[src/rtl/trb_pkg.sv]
`timescale 1ns / 1ps

package trb_pkg;

  localparam int unsigned TsnBits     = 32;
  localparam int unsigned PayloadBits = 16;

  typedef enum logic [1:0] {
    StsDelivered = 2'd0,
    StsBuffered  = 2'd1,
    StsOld       = 2'd2,
    StsBeyond    = 2'd3
  } status_e;

  typedef struct packed {
    logic [TsnBits-1:0]     chunk_tsn;
    logic [PayloadBits-1:0] payload_handle;
  } in_item_t;

  typedef struct packed {
    status_e                status;
    logic [TsnBits-1:0]     out_tsn;
    logic [PayloadBits-1:0] out_payload;
    logic                   last_of_run;
  } out_item_t;

  // classified chunk handed from the intake side to the reorder engine
  typedef struct packed {
    status_e  kind;
    in_item_t item;
  } cls_t;

endpackage

[src/rtl/trb_ram.sv]
`timescale 1ns / 1ps

module trb_ram #(
  parameter int unsigned WIDTH = 16,
  parameter int unsigned DEPTH = 32
) (
  input  logic                     clk_i,
  input  logic                     we_i,
  input  logic [$clog2(DEPTH)-1:0] waddr_i,
  input  logic [WIDTH-1:0]         wdata_i,
  input  logic                     re_i,
  input  logic [$clog2(DEPTH)-1:0] raddr_i,
  output logic [WIDTH-1:0]         rdata_o
);

  logic [WIDTH-1:0] mem_q [DEPTH];
  logic [WIDTH-1:0] rdata_q;

  always_ff @(posedge clk_i) begin
    if (we_i) begin
      mem_q[waddr_i] <= wdata_i;
    end
    if (re_i) begin
      rdata_q <= mem_q[raddr_i];
    end
  end

  assign rdata_o = rdata_q;

endmodule

[src/rtl/trb_fifo.sv]
`timescale 1ns / 1ps

module trb_fifo #(
  parameter int unsigned WIDTH = 8
) (
  input  logic             clk_i,
  input  logic             rst_ni,
  input  logic             push_i,
  output logic             full_o,
  input  logic [WIDTH-1:0] data_i,
  input  logic             pop_i,
  output logic             empty_o,
  output logic [WIDTH-1:0] data_o
);

  logic [WIDTH-1:0] mem_q [2];
  logic             wr_ptr_q, wr_ptr_d;
  logic             rd_ptr_q, rd_ptr_d;
  logic [1:0]       cnt_q, cnt_d;
  logic             wr_en, rd_en;

  assign full_o  = (cnt_q == 2'd2);
  assign empty_o = (cnt_q == 2'd0);
  assign wr_en   = push_i && !full_o;
  assign rd_en   = pop_i && !empty_o;
  assign data_o  = mem_q[rd_ptr_q];

  always_comb begin
    wr_ptr_d = wr_en ? !wr_ptr_q : wr_ptr_q;
    rd_ptr_d = rd_en ? !rd_ptr_q : rd_ptr_q;
    cnt_d    = cnt_q;
    if (wr_en && !rd_en) begin
      cnt_d = cnt_q + 2'd1;
    end else if (rd_en && !wr_en) begin
      cnt_d = cnt_q - 2'd1;
    end
  end

  always_ff @(posedge clk_i or negedge rst_ni) begin
    if (!rst_ni) begin
      wr_ptr_q <= 1'b0;
      rd_ptr_q <= 1'b0;
      cnt_q    <= 2'd0;
    end else begin
      wr_ptr_q <= wr_ptr_d;
      rd_ptr_q <= rd_ptr_d;
      cnt_q    <= cnt_d;
    end
  end

  always_ff @(posedge clk_i) begin
    if (wr_en) begin
      mem_q[wr_ptr_q] <= data_i;
    end
  end

endmodule

[src/rtl/trb_front.sv]
`timescale 1ns / 1ps

module trb_front #(
  parameter int unsigned WINDOW = 32
) (
  input  logic                     clk_i,
  input  logic                     rst_ni,
  input  logic                     push,
  output logic                     full,
  input  trb_pkg::in_item_t        item_i,
  input  logic [trb_pkg::TsnBits-1:0] due_tsn_i,
  output logic                     cls_valid_o,
  input  logic                     cls_ready_i,
  output trb_pkg::cls_t            cls_o
);
  import trb_pkg::*;

  logic                         q_empty;
  logic [$bits(in_item_t)-1:0]  q_data;
  in_item_t                     head;
  logic [TsnBits-1:0]           tsn_gap;

  trb_fifo #(
    .WIDTH ($bits(in_item_t))
  ) u_in_q (
    .clk_i   (clk_i),
    .rst_ni  (rst_ni),
    .push_i  (push),
    .full_o  (full),
    .data_i  (item_i),
    .pop_i   (cls_ready_i),
    .empty_o (q_empty),
    .data_o  (q_data)
  );

  assign head        = in_item_t'(q_data);
  assign cls_valid_o = !q_empty;

  // serial-number distance from the expected tsn
  assign tsn_gap = head.chunk_tsn - due_tsn_i;

  always_comb begin
    cls_o.item = head;
    priority if (tsn_gap == '0) begin
      cls_o.kind = StsDelivered;
    end else if (tsn_gap[TsnBits-1]) begin
      cls_o.kind = StsOld;
    end else if (tsn_gap > TsnBits'(WINDOW)) begin
      cls_o.kind = StsBeyond;
    end else begin
      cls_o.kind = StsBuffered;
    end
  end

endmodule

[src/rtl/trb_back.sv]
`timescale 1ns / 1ps

module trb_back #(
  parameter int unsigned WINDOW = 32
) (
  input  logic                        clk_i,
  input  logic                        rst_ni,
  input  logic                        cls_valid_i,
  output logic                        cls_ready_o,
  input  trb_pkg::cls_t               cls_i,
  output logic [trb_pkg::TsnBits-1:0] due_tsn_o,
  input  logic                        cfg_valid_i,
  output logic                        cfg_ready_o,
  input  logic [trb_pkg::TsnBits-1:0] cfg_data_i,
  output logic                        empty,
  input  logic                        pop,
  output trb_pkg::out_item_t          result_o
);
  import trb_pkg::*;

  localparam int unsigned IdxW = $clog2(WINDOW);

  typedef enum logic [1:0] {
    StateIdle  = 2'b01,
    StateDrain = 2'b10
  } state_e;

  state_e                       state_q, state_d;
  logic [TsnBits-1:0]           next_q;
  logic [WINDOW-1:0]            valid_q;
  logic [IdxW-1:0]              head_q, head_nxt;
  logic                         res_full;
  logic                         take, deliver, res_push, cfg_wr;
  out_item_t                    res;
  logic [$bits(out_item_t)-1:0] res_data;
  logic [IdxW-1:0]              off;
  logic [IdxW:0]                phys_sum;
  logic [IdxW-1:0]              phys;
  logic [PayloadBits-1:0]       ram_rdata;
  logic                         ram_we, ram_re;

  assign cls_ready_o = (state_q == StateIdle) && !res_full;
  assign cfg_ready_o = (state_q == StateIdle);
  assign cfg_wr      = cfg_valid_i && cfg_ready_o;
  assign take        = cls_valid_i && cls_ready_o;
  assign due_tsn_o   = next_q;

  assign deliver  = (take && cls_i.kind == StsDelivered) ||
                    (state_q == StateDrain && !res_full);
  assign res_push = take || (state_q == StateDrain && !res_full);

  // slot k holds tsn next+1+k, stored at (head + k) mod WINDOW
  assign off      = IdxW'(cls_i.item.chunk_tsn[IdxW-1:0] - next_q[IdxW-1:0] - 1'b1);
  assign phys_sum = {1'b0, head_q} + {1'b0, off};
  assign phys     = (phys_sum >= (IdxW+1)'(WINDOW)) ?
                    IdxW'(phys_sum - (IdxW+1)'(WINDOW)) : phys_sum[IdxW-1:0];
  assign head_nxt = (head_q == IdxW'(WINDOW - 1)) ? '0 : head_q + 1'b1;

  assign ram_we = take && cls_i.kind == StsBuffered;
  // fetch the successor while the current beat goes out
  assign ram_re = deliver && valid_q[0];

  trb_ram #(
    .WIDTH (PayloadBits),
    .DEPTH (WINDOW)
  ) u_slots (
    .clk_i   (clk_i),
    .we_i    (ram_we),
    .waddr_i (phys),
    .wdata_i (cls_i.item.payload_handle),
    .re_i    (ram_re),
    .raddr_i (head_q),
    .rdata_o (ram_rdata)
  );

  always_comb begin
    unique case (state_q)
      StateDrain: begin
        res.status      = StsDelivered;
        res.out_tsn     = next_q;
        res.out_payload = ram_rdata;
        res.last_of_run = !valid_q[0];
      end
      default: begin
        res.status      = cls_i.kind;
        res.out_tsn     = cls_i.item.chunk_tsn;
        res.out_payload = (cls_i.kind == StsDelivered) ? cls_i.item.payload_handle : '0;
        res.last_of_run = (cls_i.kind == StsDelivered) ? !valid_q[0] : 1'b1;
      end
    endcase
  end

  always_comb begin
    state_d = state_q;
    if (deliver) begin
      state_d = valid_q[0] ? StateDrain : StateIdle;
    end
  end

  always_ff @(posedge clk_i or negedge rst_ni) begin
    if (!rst_ni) begin
      state_q <= StateIdle;
      next_q  <= '0;
      valid_q <= '0;
      head_q  <= '0;
    end else begin
      state_q <= state_d;
      if (cfg_wr) begin
        next_q  <= cfg_data_i;
        valid_q <= '0;
      end else if (deliver) begin
        next_q  <= res.out_tsn + 1'b1;
        valid_q <= valid_q >> 1;
        head_q  <= head_nxt;
      end else if (ram_we) begin
        valid_q[off] <= 1'b1;
      end
    end
  end

  assign res_data = res;

  trb_fifo #(
    .WIDTH ($bits(out_item_t))
  ) u_res_q (
    .clk_i   (clk_i),
    .rst_ni  (rst_ni),
    .push_i  (res_push),
    .full_o  (res_full),
    .data_i  (res_data),
    .pop_i   (pop),
    .empty_o (empty),
    .data_o  (result_o)
  );

endmodule

[src/rtl/tsn_reorder_buffer_unit.sv]
`timescale 1ns / 1ps

// channel   signals                          direction  beat when
// input     push, full, item_i               in         push && !full
// result    empty, pop, result_o             out        pop && !empty
// config    cfg_valid_i, cfg_ready_o,        in         cfg_valid_i && cfg_ready_o
//           cfg_data_i
//
// a chunk that is buffered or dropped, or delivered with no buffered successor, leaves the
// reorder engine idle; an in-order chunk that releases n buffered successors moves it to a
// drain state, one slot read from the window memory per result, that waits on a full result queue
// two-entry queues at intake and at the result side let each side stall independently
// reset expects tsn 0 and empties the window; a config beat restarts the association
module tsn_reorder_buffer_unit #(
  parameter int unsigned WINDOW = 32
) (
  input  logic                        clk_i,
  input  logic                        rst_ni,
  input  logic                        push,
  output logic                        full,
  input  trb_pkg::in_item_t           item_i,
  output logic                        empty,
  input  logic                        pop,
  output trb_pkg::out_item_t          result_o,
  input  logic                        cfg_valid_i,
  output logic                        cfg_ready_o,
  input  logic [trb_pkg::TsnBits-1:0] cfg_data_i
);
  import trb_pkg::*;

  logic               cls_valid, cls_ready;
  cls_t               cls;
  logic [TsnBits-1:0] due_tsn;

  trb_front #(
    .WINDOW (WINDOW)
  ) u_front (
    .clk_i       (clk_i),
    .rst_ni      (rst_ni),
    .push        (push),
    .full        (full),
    .item_i      (item_i),
    .due_tsn_i   (due_tsn),
    .cls_valid_o (cls_valid),
    .cls_ready_i (cls_ready),
    .cls_o       (cls)
  );

  trb_back #(
    .WINDOW (WINDOW)
  ) u_back (
    .clk_i       (clk_i),
    .rst_ni      (rst_ni),
    .cls_valid_i (cls_valid),
    .cls_ready_o (cls_ready),
    .cls_i       (cls),
    .due_tsn_o   (due_tsn),
    .cfg_valid_i (cfg_valid_i),
    .cfg_ready_o (cfg_ready_o),
    .cfg_data_i  (cfg_data_i),
    .empty       (empty),
    .pop         (pop),
    .result_o    (result_o)
  );

endmodule

[config.mk]
export PLATFORM = sky130hd
export DESIGN_NAME = tsn_reorder_buffer_unit
export DESIGN_NICKNAME = d
export VERILOG_FILES = /design/src/rtl/trb_pkg.sv /design/src/rtl/trb_ram.sv /design/src/rtl/trb_fifo.sv /design/src/rtl/trb_front.sv /design/src/rtl/trb_back.sv /design/src/rtl/tsn_reorder_buffer_unit.sv
export SDC_FILE = /design/constraint.sdc
export NUM_CORES = 1
export LEC_CHECK = 0
export BUFFER_PORTS_ARGS = -buffer_cell sky130_fd_sc_hd__buf_2
export CAP_MARGIN = 20
export CORE_MARGIN = 2
export CORE_UTILIZATION = 55
export CTS_CLUSTER_SIZE = 14
export DETAILED_ROUTE_END_ITERATION = 6
export GPL_TIMING_DRIVEN = 0
export PLACE_DENSITY = 0.72
export SKIP_CTS_REPAIR_TIMING = 1
export SLEW_MARGIN = 10
export SYNTH_ARGS = -nofsm -noshare
export SYNTH_HDL_FRONTEND = slang
export SYNTH_SLANG_ARGS = --single-unit
export TNS_END_PERCENT = 50
[constraint.sdc]
create_clock -name clk_i -period 11.2 [get_ports clk_i]
set_input_delay 1.68 -clock clk_i [delete_from_list [all_inputs] [get_ports clk_i]]
set_output_delay 1.68 -clock clk_i [all_outputs]
set_load 0.005 [all_outputs]
After elaboration in Yosys (flattened, before gate mapping)
Memories as Yosys holds them, arrays and structs flattened. A register that Yosys moved wholly into a read port is not among the register bits.
Cells that the tools add are included.

storage, ports and cells
  register bits after elaboration = 79
  bits in writable memories = 710
  memories = 3

memory list
  memory                words  width  rd ports  clocked after memory_dff  wr ports  line            source
  u_back.u_slots.mem_q  32     16     1         1                         1         trb_ram.sv:16   logic [WIDTH-1:0] mem_q [DEPTH];
  u_back.u_res_q.mem_q  2      51     1         0                         1         trb_fifo.sv:16  logic [WIDTH-1:0] mem_q [2];
  u_front.u_in_q.mem_q  2      48     1         0                         1         trb_fifo.sv:16

operators by class
  add/sub/neg operators = 11
  magnitude comparators = 4
  eq/ne operators = 6
  multiplexer cells = 26
  bitwise gates (word level) = 2
  reduce and logical (&&, ||, !) cells = 39

operators with widths
  kind                                                                number
  two-way mux 32 bit                                                  5
  two-way mux 51 bit                                                  1
  adder 32 x 1 -> 32 bit (second input constant)                      1
  greater-than comparator 32 x 6 -> 1 bit (second input constant)     1
  logical NOT 32 bit                                                  1
  bitwise OR 32 bit                                                   1
  subtractor 32 bit                                                   1
  two-way mux 16 bit                                                  1
  two-way mux 2 bit                                                   8
  logical AND 1 bit                                                   15
  logical NOT 1 bit                                                   13
  two-way mux 5 bit                                                   2
  subtractor 5 x 1 -> 5 bit (second input constant)                   2
  two-way mux 1 bit                                                   8
  adder 5 x 5 -> 6 bit                                                1
  equality test 2 bit (second input constant)                         3
  greater-or-equal comparator 6 bit (second input constant)           1
  logical NOT 2 bit                                                   3
  less-than comparator 5 x 6 -> 1 bit (second input constant)         1
  nonzero test 2 bit                                                  3
  adder 5 x 1 -> 5 bit (second input constant)                        1
  demux 1 bit (select 5 bit)                                          1
  equality test 5 bit (second input constant)                         1
  greater-or-equal comparator 5 x 1 -> 1 bit (second input constant)  1
  8 further kinds                                                     12

Longest topological paths before layout
An unclocked memory read counts as a cell.

  word-level depth = 12
  gate-level depth with buffers = 20

By module
From an unflattened synthesis, not the netlist that was laid out.

unflattened totals
  cell total of the unflattened synthesis = 2,402
  area, all modules = 35,699.2 µm²

by module, submodules not included
  module                      times used  cells each  area an instance (µm²)  sequential area each (µm²)
  trb_ram                     1           1,143       20,696.1                15,855.2
  trb_back                    1           589         5,098.6                 1,778.0
  trb_fifo at u_back.u_res_q  1           178         4,129.0                 3,163.0
  trb_fifo at u_front.u_in_q  1           168         3,706.1                 2,982.9
  trb_front                   1           324         2,069.5                 0.0

Least setup slack after synthesis
Ideal clock, no wire load.

  path kind = register -> register
  start = register u_front.u_in_q.rd_ptr_q
  end = memory u_back.u_slots.mem_q[116][0], in the netlist u_back.u_slots.mem_q[29][0], enable pin
  setup time = 0.430 ns
  arrival = 5.963 ns
  data required time = 10.770 ns
  setup slack = 4.807 ns
  cell stages (with the launch flop) = 19
  buffers on the path = 5
  clock period less this slack = 6.393 ns
  cells stage by stage = dfrtp_1 buf_2 buf_2 mux2i_1 inv_1 fa_1 a211oi_1 o21ai_2 a211oi_1 o221ai_1 a2111oi_0 nand4_1 nor4_2 nand2_1 or4_4 buf_6 buf_6 buf_2 nor4_1

on the way
  word-level cells in the longest chain between the ends = 10
  elaborated cells on any way between the ends = 17

RTL lines
  item                                     line             source
  from (decl)                              trb_fifo.sv:18   logic rd_ptr_q, rd_ptr_d;
  from (signal assigned)                   trb_fifo.sv:46   rd_ptr_q <= rd_ptr_d;
  memory (2 x 48 bit) *                    --
  subtractor 32 bit                        trb_front.sv:40  assign tsn_gap = head.chunk_tsn - due_tsn_i;
  greater-than comparator 32 x 6 -> 1 bit  trb_front.sv:48  end else if (tsn_gap > TsnBits'(WINDOW)) begin
  two-way mux 2 bit                        trb_front.sv:48
  two-way mux 2 bit                        trb_front.sv:46  end else if (tsn_gap[TsnBits-1]) begin
  two-way mux 2 bit                        trb_front.sv:44  priority if (tsn_gap == '0) begin
  equality test 2 x 1 -> 1 bit             trb_back.sv:59   assign ram_we = take && cls_i.kind == StsBuffered;
  logical AND 1 bit                        trb_back.sv:59
  two-way mux 1 bit                        trb_ram.sv:20    if (we_i) begin
  two-way mux 1 bit (not written as such)  trb_ram.sv:21    mem_q[waddr_i] <= wdata_i;
  to (decl)                                trb_ram.sv:16

Mark *: on every way between the ends. The rest lies on a longest branch, timed or not.

Worst setup path after layout
  start = register u_front.u_in_q.rd_ptr_q
  end = memory u_back.u_slots.mem_q[112][3], in the netlist u_back.u_slots.mem_q[28][3], enable pin

The elaborated chain is that of the path after synthesis.

==> results.toml <==
[status]
status = "completed"

[die]
core_um2 = 62900
start_util_pct = 55.4
die_area_um2 = 65400
rows = 92
io_pins = 139
die_height_um = 256
die_x_um = 256

[synthesis]
ys_seq_area_share_pct = 68.3
async_flop_share_pct = 9.81
synth_edf_count = 726
synth.top_cell.area_share_pct = 62.6
synth.cell_area_um2 = 34800
synth_seq_cells = 805
yosysWarnings = 0
yosysTopAreaCell = "edfxtp_1"
synthesis.nets = 2256
synth_area_leaders = "edfxtp_1 63%, mux4_2 10%, dfrtp_1 5.6%"
ys_types = 77
syn_avg_cell_area_um2 = 16.4
netlist_instances = 2126
ys.flop_type = "edfxtp_1"

[timing]
rsz0062_at_grt = "false"
slew_headroom_pct = 28.7
setup_viol = 0
fin_crit_sh_pct = 73.0
hold-worst-slack_ns = 0.481
period_needed_ns = 8.17
clock.fmax_mhz = 122
worst_pin_slew_ns = 1.05
finalHoldViolations = 0
fin_tns_setup_ns = 0
fin_skew_ns = 0.0298
drv_slew = 0

[global_route]
antenna_found_initial = 5
grt-ovfl-total = 0
grt_pass1_vias = 21100
grt_pass1_wl_um = 136000
grt_max_degree = 60
grt_use_total_pct = 28.2

[setup_path]
ff2ff_setup_slack_ns = 3.03
r2r-end = "u_back.u_slots.mem_q[28][3]$_DFFE_PP_"
critPathLaunch = "u_front.u_in_q.rd_ptr_q$_DFFE_PN0P_"
critPathCapture = "u_back.u_slots.mem_q[28][3]$_DFFE_PP_"
worstPathArrival_ns = 8.50
r2r_cells = 20
critPathLaunchType = "flop"
path_max_fanout = 10
endpoint_kind = "flop"
worstSetupPathType = "flop to flop"
reg2reg_from = "u_front.u_in_q.rd_ptr_q$_DFFE_PN0P_"
required_ns = 11.53

[clock_network]
clock_latency_ns = 0.64
cts_tree = "done"
clock_path_buffers = 3
clock-sinks = 805
clkTransAtPathRegs_ns = 0.06
clockRootBuffer = "clkbuf_16"
tritoncts.num_buffers = 80
htree_levels = 3

[route]
drtAntennaViolNets = 0
drt_iter0_drc = 2310
vias = 21000
viasPerCell = 6.28
postRouteWirelength_um = 91000
drc = 0
drt-wirelength-per-cell_um = 27.2
firstDrtPassIters = 7

[power]
p_leak_nw = 13.6
max-vdd-ir-drop_mv = 0.147
p_per_area_nw_per_um2 = 173
power_mw = 6.95

[placed_design]
port-buffer-count = 138
gp_congestion = 0.939
placed_cells = 3194
dp_hpwl_um = 63900

[finish]
synthToLayoutAreaGrowth_pct = 15.3
nets = 2563
drive_gt1_share_pct = 27.4
post-route-util_pct = 63.9
fin_cells = 3347

[flow_run]
drv_cap = 0

[min_path]
hp-class = "flop to flop"
## synth_stat cells (all sizes together) (20+ instances only)
| cell | n |
|---|---|
| or3 | 23 |
| a21oi | 83 |
| nand2 | 128 |
| inv | 85 |
| edfxtp | 726 |
| nor3 | 28 |
| nand3 | 27 |
| nor2 | 85 |
| o21ai | 78 |
| clkbuf | 76 |
| ha | 42 |
| mux2i | 20 |
| xnor2 | 44 |
| mux4 | 160 |
| a22oi | 24 |
| dfrtp | 78 |
| buf | 38 |
| mux2 | 111 |
| nor4 | 41 |
## power breakdown
| group | switching, mW | internal, mW |
|---|---|---|
| Sequential | 0.0218 | 3.46 |
| Combinational | 0.572 | 0.200 |
| Clock | 1.14 | 1.55 |
## worst max-delay path, cell delays in order (launching register included)
cell and delay (ns):
dfrtp_1 0.59, buf_2 0.43, buf_2 0.35, mux2i_1 0.76, inv_1 0.21, fa_1 0.50
a211oi_1 0.47, o21ai_2 0.19, a211oi_1 0.31, o221ai_1 0.19, a2111oi_0 0.49, nand4_1 0.18
nor4_2 0.47, nand2_1 0.18, or4_4 0.52, buf_6 0.16, buf_6 0.15, buf_2 0.22
nor4_2 0.92, buf_4 0.33, buf_2 0.23
## registers in the layout, indices dropped and copies added, names as in the netlist
signal                   cells
u_back.u_res_q.wr_ptr_q      1
u_back.state_q               2
u_back.u_res_q.mem_q       102
u_front.u_in_q.rd_ptr_q      1
u_back.head_q                5
u_back.u_res_q.rd_ptr_q      1
u_back.u_slots.rdata_o      16
u_back.valid_q              32
u_front.u_in_q.wr_ptr_q      1
u_back.due_tsn_o            32
u_front.u_in_q.cnt_q         2
u_front.u_in_q.mem_q        96
u_back.u_slots.mem_q       512
u_back.u_res_q.cnt_q         2
## worst min path at each step
| stage | startpoint | endpoint | slack, ns | cells after the start |
|---|---|---|---|---|
| 6_report | u_back.due_tsn_o[28]$_DFFE_PN0P_ | u_back.due_tsn_o[28]$_DFFE_PN0P_ | 0.48 | 2 |
| 5_1_grt | u_back.due_tsn_o[19]$_DFFE_PN0P_ | u_back.due_tsn_o[19]$_DFFE_PN0P_ | 0.51 | 2 |
| 4_1_cts | u_back.due_tsn_o[28]$_DFFE_PN0P_ | u_back.due_tsn_o[28]$_DFFE_PN0P_ | 0.48 | 2 |
| 3_5_place_dp | u_back.due_tsn_o[27]$_DFFE_PN0P_ | u_back.due_tsn_o[27]$_DFFE_PN0P_ | 0.46 | 2 |
| 3_3_place_gp | u_back.due_tsn_o[26]$_DFFE_PN0P_ | u_back.due_tsn_o[26]$_DFFE_PN0P_ | 0.46 | 2 |
| 2_1_floorplan | u_back.due_tsn_o[19]$_DFFE_PN0P_ | u_back.due_tsn_o[19]$_DFFE_PN0P_ | 0.44 | 2 |
## final cells by class
cell class | count | area (um2)
antenna | 2 | 5.00
buffer | 114 | 474
clock buffer | 97 | 2140
clock inverter | 51 | 497
fill | 4430 | 22700
inverter | 85 | 319
multi-input combinational | 1122 | 10500
sequential | 805 | 23800
tap | 846 | 1060
timing repair buffer | 225 | 1390
## per-stage QoR
| step | instance area [um2] | setup slack, ns |
|---|---|---|
| floorplan | 34800 | 4.81 |
| global placement | 36600 | 1.14 |
| detailed placement | 37500 | 3.15 |
| CTS | 40100 | 3.05 |
| global route | 40100 | 2.66 |
| finish | 40100 | 3.03 |
## cells in the final DEF (no fill, tap or decap), types with 9 or more instances in the layout
| master | instances |
|---|---|
| a21o_1 | 10 |
| a21oi_1 | 82 |
| a22o_1 | 19 |
| a22oi_1 | 23 |
| and2_1 | 9 |
| buf_1 | 16 |
| buf_2 | 177 |
| buf_4 | 56 |
| clkbuf_1 | 88 |
| clkbuf_16 | 82 |
| clkinv_1 | 16 |
| clkinv_2 | 18 |
| dfrtp_1 | 78 |
| edfxtp_1 | 726 |
| ha_1 | 42 |
| inv_1 | 85 |
| mux2_2 | 111 |
| mux2i_1 | 20 |
| mux4_2 | 160 |
| nand2_1 | 128 |
| nand2b_1 | 14 |
| nand3_1 | 27 |
| nand4_1 | 19 |
| nor2_1 | 83 |
| nor3_1 | 28 |
| nor4_2 | 34 |
| o211ai_1 | 17 |
| o21a_1 | 13 |
| o21ai_0 | 77 |
| or3_1 | 23 |
| xnor2_1 | 44 |
| xor2_1 | 16 |
## per-layer routing
metal	up-vias	global-route usage (%)	share of wire, %
met5	-	0	0.025
met4	4	10.8	3.9
met3	199	5.14	8.7
met2	1105	45.9	48
met1	10700	38.4	39
li1	9032	-	-
## cells by family after synthesis
family,share of synthesized area [%]
adders and majority gates,1.68
DFF,68.3
buffers and inverters,2.27
AOI/OAI and AO/OA,5.94
muxes,14.5
and+or+nand+nor,5.82
xor gates and xnor gates,1.51
(Power assumes the default switching activity.)
